--- config.mk ---
export PLATFORM = sky130hd
export DESIGN_NAME = hex_text_crc32_checksum
export DESIGN_NICKNAME = d
export VERILOG_FILES = /design/src/rtl/core/hxcrc_pkg.sv /design/src/rtl/core/hxcrc_update.sv /design/src/rtl/core/hex_text_crc32_checksum.sv
export SDC_FILE = /design/constraint.sdc
export NUM_CORES = 1
export LEC_CHECK = 0
export ABC_CLOCK_PERIOD_IN_PS = 7800
export BUFFER_PORTS_ARGS = -buffer_cell sky130_fd_sc_hd__buf_2
export CAP_MARGIN = 10
export CORE_MARGIN = 4
export CORE_UTILIZATION = 55
export CTS_CLUSTER_DIAMETER = 60
export CTS_CLUSTER_SIZE = 30
export DETAILED_ROUTE_END_ITERATION = 6
export HOLD_SLACK_MARGIN = 0.03
export PLACE_DENSITY = 0.78
export REMOVE_ABC_BUFFERS = 1
export SLEW_MARGIN = 20
export SYNTH_ARGS = -nofsm -noshare
export SYNTH_HDL_FRONTEND = slang
export SYNTH_HIERARCHICAL = 1
export SYNTH_SLANG_ARGS = --single-unit
--- constraint.sdc ---
create_clock -name clock -period 7.8 [get_ports clock]
set_input_delay 1.56 -clock clock [delete_from_list [all_inputs] [get_ports clock]]
set_output_delay 1.56 -clock clock [all_outputs]
set_load 0.02 [all_outputs]
--- src/rtl/core/hxcrc_pkg.sv ---
// ----------------------------------------------------------------------------
// hxcrc_pkg: shared constants and functions for the hex-text CRC-32 block
// Holds the reflected CRC-32 polynomial, the counter width and the helpers
// that turn a nibble into an ASCII hex character and fold one byte into a CRC.
// ----------------------------------------------------------------------------
package hxcrc_pkg;

   localparam int unsigned CRC_W      = 32;
   localparam int unsigned COUNT_W    = 6;
   localparam int unsigned WORD_W     = 32;
   localparam int unsigned NIBBLES    = WORD_W / 4;

   localparam logic [CRC_W-1:0] CRC_POLY_REFL = 32'hEDB8_8320;
   localparam logic [CRC_W-1:0] CRC_ALL_ONES  = 32'hFFFF_FFFF;

   localparam logic [7:0] ASCII_ZERO     = 8'h30;
   localparam logic [7:0] ASCII_A_MINUS_10 = 8'h37;

   // Upper-case ASCII hex digit for one nibble.
   function automatic logic [7:0] hex_char(input logic [3:0] nibble);
      logic [7:0] wide;
      wide = {4'h0, nibble};
      if (nibble < 4'd10) begin
         hex_char = ASCII_ZERO + wide;
      end else begin
         hex_char = ASCII_A_MINUS_10 + wide;
      end
   endfunction

   // Fold one byte into a reflected CRC, least significant bit first.
   function automatic logic [CRC_W-1:0] crc_feed_byte(input logic [CRC_W-1:0] crc,
                                                      input logic [7:0]       data);
      logic [CRC_W-1:0] c;
      c = crc ^ {{(CRC_W-8){1'b0}}, data};
      for (int b = 0; b < 8; b++) begin
         c = (c >> 1) ^ (c[0] ? CRC_POLY_REFL : '0);
      end
      return c;
   endfunction

endpackage

--- src/rtl/core/hxcrc_update.sv ---
// ----------------------------------------------------------------------------
// hxcrc_update: CRC-32 update over the hex text of one 32-bit word
// Renders the word as eight hex characters, most significant nibble first,
// and folds them into the running CRC. Purely combinational.
// ----------------------------------------------------------------------------
module hxcrc_update (
   input  logic [hxcrc_pkg::CRC_W-1:0]  crc_in,
   input  logic [hxcrc_pkg::WORD_W-1:0] word,
   output logic [hxcrc_pkg::CRC_W-1:0]  crc_out
);
   import hxcrc_pkg::*;

   always_comb begin
      logic [CRC_W-1:0] c;
      c = crc_in;
      for (int i = NIBBLES - 1; i >= 0; i--) begin
         c = crc_feed_byte(c, hex_char(word[4*i +: 4]));
      end
      crc_out = c;
   end

endmodule

--- src/rtl/core/hex_text_crc32_checksum.sv ---
// ----------------------------------------------------------------------------
// hex_text_crc32_checksum: CRC-32 over the hex text of calibration words
// Accumulates CRC-32/ISO-HDLC over the upper-case hex rendering of a block
// of BLOCK_WORDS 32-bit words and returns one checksum per block.
// ----------------------------------------------------------------------------
// Usage:
//   Request channel (req_valid, req_stall, req_word) carries one word per
//   request, in block order. Response channel (rsp_valid, rsp_stall,
//   rsp_checksum) carries one checksum after the last word of each block.
//   Each request passes an input register, then the CRC update into the
//   running value and, for the last word, into the response register.
//   Throughput is one request per cycle while req_stall stays low; the
//   limit is the running-CRC feedback, which the combinational update
//   network closes.
//   While a checksum waits under rsp_stall, words that do not end a block
//   keep flowing; the block's last word waits in the input register and
//   req_stall rises until the response register is free.
//   Synchronous reset drops any partial block, clears both valid flags and
//   returns the running CRC to all ones and the word count to zero.
// ----------------------------------------------------------------------------
module hex_text_crc32_checksum #(
   parameter int unsigned BLOCK_WORDS = 10
) (
   input  logic                         clock,
   input  logic                         reset,
   input  logic                         req_valid,
   output logic                         req_stall,
   input  logic [hxcrc_pkg::WORD_W-1:0] req_word,
   output logic                         rsp_valid,
   input  logic                         rsp_stall,
   output logic [hxcrc_pkg::CRC_W-1:0]  rsp_checksum
);
   import hxcrc_pkg::*;

   localparam logic [COUNT_W:0] LAST_COUNT = (COUNT_W + 1)'(BLOCK_WORDS);

   logic                req_valid_ff, req_valid_in;
   logic [WORD_W-1:0]   req_word_ff;
   logic [CRC_W-1:0]    crc_ff, crc_in;
   logic [COUNT_W-1:0]  count_ff, count_in;
   logic                rsp_valid_ff, rsp_valid_in;
   logic [CRC_W-1:0]    rsp_checksum_ff;

   logic [CRC_W-1:0]    crc_next;
   logic [COUNT_W:0]    count_inc;
   logic                last_word;
   logic                out_free;
   logic                work_fire;
   logic                load_req;

   hxcrc_update u_update (
      .crc_in  (crc_ff),
      .word    (req_word_ff),
      .crc_out (crc_next)
   );

   always_comb begin
      count_inc = {1'b0, count_ff} + (COUNT_W + 1)'(1);
      last_word = (count_inc >= LAST_COUNT);
      out_free  = !rsp_valid_ff || !rsp_stall;
      work_fire = req_valid_ff && (!last_word || out_free);
      req_stall = req_valid_ff && !work_fire;
      load_req  = req_valid && !req_stall;

      req_valid_in = load_req || (req_valid_ff && !work_fire);

      crc_in   = crc_ff;
      count_in = count_ff;
      if (work_fire) begin
         if (last_word) begin
            crc_in   = CRC_ALL_ONES;
            count_in = '0;
         end else begin
            crc_in   = crc_next;
            count_in = count_inc[COUNT_W-1:0];
         end
      end

      // Hold a waiting checksum until taken, load a new one on block end.
      rsp_valid_in = (rsp_valid_ff && rsp_stall) || (work_fire && last_word);
   end

   always_ff @(posedge clock) begin
      if (reset) begin
         req_valid_ff <= 1'b0;
         crc_ff       <= CRC_ALL_ONES;
         count_ff     <= '0;
         rsp_valid_ff <= 1'b0;
      end else begin
         req_valid_ff <= req_valid_in;
         crc_ff       <= crc_in;
         count_ff     <= count_in;
         rsp_valid_ff <= rsp_valid_in;
      end
   end

   always_ff @(posedge clock) begin
      if (load_req) begin
         req_word_ff <= req_word;
      end
      if (work_fire && last_word) begin
         rsp_checksum_ff <= crc_next ^ CRC_ALL_ONES;
      end
   end

   assign rsp_valid    = rsp_valid_ff;
   assign rsp_checksum = rsp_checksum_ff;

endmodule

==> run_results.csv <==
group,metric,value,unit
sta,max_freq,138.0,MHz
run_status,status,"complete, no violations",
sta,final-hold-violation-count,0,
synth,ys_seq_elements,104,
floorplan,core_region_area,21220,sq um
clocking,htree_levels,3,
clocking,cts.root.buffer_cell,"sky130_fd_sc_hd__clkbuf_16",
critical_path,cp-end-kind,"flip-flop",
synth,yosys_warnings,6,
critical_path,cp.arrival,7.48,ns
finish,final_layout_size_suffix_gt1_frac,0.1558,
floorplan,die_height,155.4,microns
critical_path,critPathMaxFanout,8,
sta,totalNegativeSetupSlack,0,ns
synth,yosys_most_used_dff,"sky130_fd_sc_hd__edfxtp_1",
sta,final.setup_skew,0.01633,ns
floorplan,rows,53,
critical_path,critical_path.top_delay_family,"XOR/XNOR gates",
route,post-route-drc-count,0,
sta,finalMaxSlewViolations,0,
flow_run,cap_viol_max_count,0,
global_route,pin_count_of_the_biggest_net_entering_global_routing,73,
synth,synthArstFlopShare,0,
route,routed-via-count,7124,
place,post-place-ws,0.6365,ns
place,buffer_ports.inserted,69,
synth,netlist_instances,945,
clocking,tritoncts,"done",
critical_path,crit_path_cell_trace,"inv_1 > ha_1 > nor2b_1 > a2bb2oi_1 > xnor2_1 > xor3_2 > xnor2_2 > xnor2_1 > xor2_1 > xnor3_1 > xnor3_1 > xnor2_2 > xnor3_1 > xnor3_1 > buf_4 > xor2_1 > xnor3_1 > nor3_1 > a21oi_1",
synth,number_of_library_cell_types_mapped_by_synthesis,46,
global_route,grt_pass1_vias,7175,
hold_path,min-delay-path-class,"reg2reg",
finish,antenna_cells_inserted,0,
floorplan,pin_count,70,
global_route,grt_pass1_wl,42590,microns
clocking,postCtsHoldBufs,0,
route,wl_per_cell,21.85,microns
clocking,clock_insertion_delay_worst_skew,0.37,ns
synth,mappedNetlistArea,11950,sq um
synth,synth.top_cells.by_area,"sky130_fd_sc_hd__xnor3_1 (27%), sky130_fd_sc_hd__xnor2_1 (17%), sky130_fd_sc_hd__edfxtp_1 (16%), sky130_fd_sc_hd__xor2_1 (7.3%), sky130_fd_sc_hd__dfxtp_1 (6.7%)",
sta,worstMarginPinSlew,1.066,ns
synth,synth-edff-count,64,
synth,synth_area_per_cell,12.65,sq um
clocking,post_cts_resized,0,
global_route,antenna_violations_before_repair,0,
clocking,cts-buffers-inserted,9,
clocking,cts_buffer_depth,2,
floorplan,start_util,0.5632,
critical_path,critPathBufInv,2,
critical_path,worstPathRequired,8.04,ns
critical_path,critical-path-slowest-cell,"sky130_fd_sc_hd__xor3_2",
route,via_per_inst,5.472,
finish,finish.utilization,0.6122,
floorplan,design.die.area,24150,sq um
global_route,grt.total_usage,0.2358,
place,dp_hpwl,22970,microns
route,wl_met2,13380,microns
route,detail_route.first_pass.iterations,5,
clocking,cts.sinks,104,
route,highest_layer,"met4",
route,drt-met1-wl,12140,microns
place,gp_routability_congestion,0.9756,
sta,timing.final.crit_period,7.249,ns
finish,finish.net_count,1068,
finish,fill_cells,1646,
finish,design_area,12990,sq um
route,routed-wl-met3,1999,microns
route,initialDrtViolationCount,533,
synth,synth-seq-area-share,0.2278,
finish,area_delta_synth_final,8.700,%
synth,synth_top_area_frac,0.2714,
sta,timing.final.setup_violations,0,
place,post_dp_cell_area,12670,sq um
critical_path,crit_path_largest_cell_delay,0.69,ns
critical_path,worstSetupStartpointType,"flip-flop",
floorplan,die_width,155.4,microns
sta,slew_headroom,0.2894,
route,drt.antenna.violating_nets,0,
sta,fin_crit_sh,0.9293,
route,detail_route.wirelength,28450,microns
critical_path,cell_mode_on_critical_path,"sky130_fd_sc_hd__xnor3_1",
clocking,clk_pin_slew,0.09,ns
synth,yosysTopAreaCell,"sky130_fd_sc_hd__xnor3_1",
sta,grt_setup_unrepaired,"false",
global_route,overflow,0,
critical_path,timing_worst_setup_path_type,"reg2reg",
sta,setup_slack,0.5515,ns
clocking,number_of_buffers_inserted_to_repair_setup_after_cts,0,
[routing by layer]
| layer | global-route usage | up-vias |
|---|---|---|
| met5 | 0 | - |
| met4 | 0.08003 | 0 |
| met3 | 0.03783 | 57 |
| met2 | 0.3794 | 267 |
| met1 | 0.3278 | 3438 |
| li1 | - | 3362 |
[tightest hold or removal path: stages, from the launching register on]
cell	delay, ns
sky130_fd_sc_hd__dfxtp_1	0.33
sky130_fd_sc_hd__nand3_1	0.07
sky130_fd_sc_hd__o31ai_1	0.06
[sequential cells by signal, indices dropped and copies added, names as in the netlist]
name          count
crc_ff           32
req_word_ff      32
rsp_checksum     32
count_ff          6
req_valid_ff      1
rsp_valid         1
[path summary, 6_finish.rpt]
kind / to / startpoint / slack, ns / cells after the start
setup / recovery: crc_ff[18]$_SDFFE_PP1P_ / req_word_ff[29]$_DFFE_PP_ / 0.55 / 19
hold / removal: count_ff[3]$_SDFFE_PP0P_ / count_ff[3]$_SDFFE_PP0P_ / 0.50 / 2
setup reg to reg: crc_ff[18]$_SDFFE_PP1P_ / req_word_ff[29]$_DFFE_PP_ / 0.55 / 19
hold reg to reg: count_ff[3]$_SDFFE_PP0P_ / count_ff[3]$_SDFFE_PP0P_ / 0.50 / 2
[cell usage in the layout (no fill, tap or decap), drive strengths merged, types with 28 or more instances in the layout]
cell,count
edfxtp,64
inv,59
dfxtp,40
xor2,110
xnor2,248
xnor3,153
xor3,28
a21oi,56
nor2,36
buf,92
nor3,36
[Yosys cell counts (2+ instances only)]
| cell type | count |
|---|---|
| sky130_fd_sc_hd__nand3_1 | 5 |
| sky130_fd_sc_hd__xnor2_4 | 5 |
| sky130_fd_sc_hd__clkbuf_1 | 10 |
| sky130_fd_sc_hd__o21ai_2 | 3 |
| sky130_fd_sc_hd__xor3_2 | 3 |
| sky130_fd_sc_hd__o21ai_0 | 10 |
| sky130_fd_sc_hd__a21o_1 | 4 |
| sky130_fd_sc_hd__ha_1 | 10 |
| sky130_fd_sc_hd__xnor2_1 | 228 |
| sky130_fd_sc_hd__o31ai_1 | 3 |
| sky130_fd_sc_hd__nor3b_1 | 5 |
| sky130_fd_sc_hd__and3_1 | 5 |
| sky130_fd_sc_hd__xnor2_2 | 15 |
| sky130_fd_sc_hd__dfxtp_1 | 40 |
| sky130_fd_sc_hd__buf_2 | 8 |
| sky130_fd_sc_hd__a31oi_1 | 2 |
| sky130_fd_sc_hd__buf_4 | 6 |
| sky130_fd_sc_hd__a21oi_1 | 56 |
| sky130_fd_sc_hd__xnor3_1 | 144 |
| sky130_fd_sc_hd__nor2_1 | 36 |
| sky130_fd_sc_hd__xor2_4 | 3 |
| sky130_fd_sc_hd__nor3b_2 | 2 |
| sky130_fd_sc_hd__xor2_2 | 7 |
| sky130_fd_sc_hd__nand2b_1 | 3 |
| sky130_fd_sc_hd__inv_1 | 54 |
| sky130_fd_sc_hd__nor2b_1 | 7 |
| sky130_fd_sc_hd__and4b_1 | 5 |
| sky130_fd_sc_hd__xnor3_2 | 9 |
| sky130_fd_sc_hd__xor3_1 | 25 |
| sky130_fd_sc_hd__nand2_1 | 16 |
| sky130_fd_sc_hd__o21ai_1 | 3 |
| sky130_fd_sc_hd__buf_6 | 2 |
| sky130_fd_sc_hd__nor3_1 | 36 |
| sky130_fd_sc_hd__edfxtp_1 | 64 |
| sky130_fd_sc_hd__xor2_1 | 100 |
[final cells by class]
class / instances / area (sq um) / area share
multi-input cells: 761 / 8885 / 0.6839
clock inverters: 7 / 93.84 / 0.007223
flip-flops and latches: 104 / 2723 / 0.2096
inverters: 54 / 202.7 / 0.01560
repair buffers: 92 / 518.0 / 0.03987
well taps: 275 / 344.1 / 0.02649
clock buffers: 9 / 225.2 / 0.01734
[per-stage QoR]
stage                     instances  hold WS, ns
after detailed placement       1286       0.4875
final                          1302       0.4993
after CTS                      1302       0.5004
after global placement         1286       0.4821
after floorplan                 919       0.4691
after global routing           1302       0.5171
[cells by family (layout without fill, tap and decap cells)]
family,count (synthesis),count (layout),synth area share
xor+xnor,539,539,0.6340
simple gates,122,122,0.05255
flops,104,104,0.2278
compound gates,89,89,0.04523
buf+inv,80,162,0.02910
fa+ha+maj,10,10,0.01047
mux,1,1,0.0008376
Power is not shown: default switching activity piles up to over one toggle a cycle in this logic, so the estimate is an artifact.
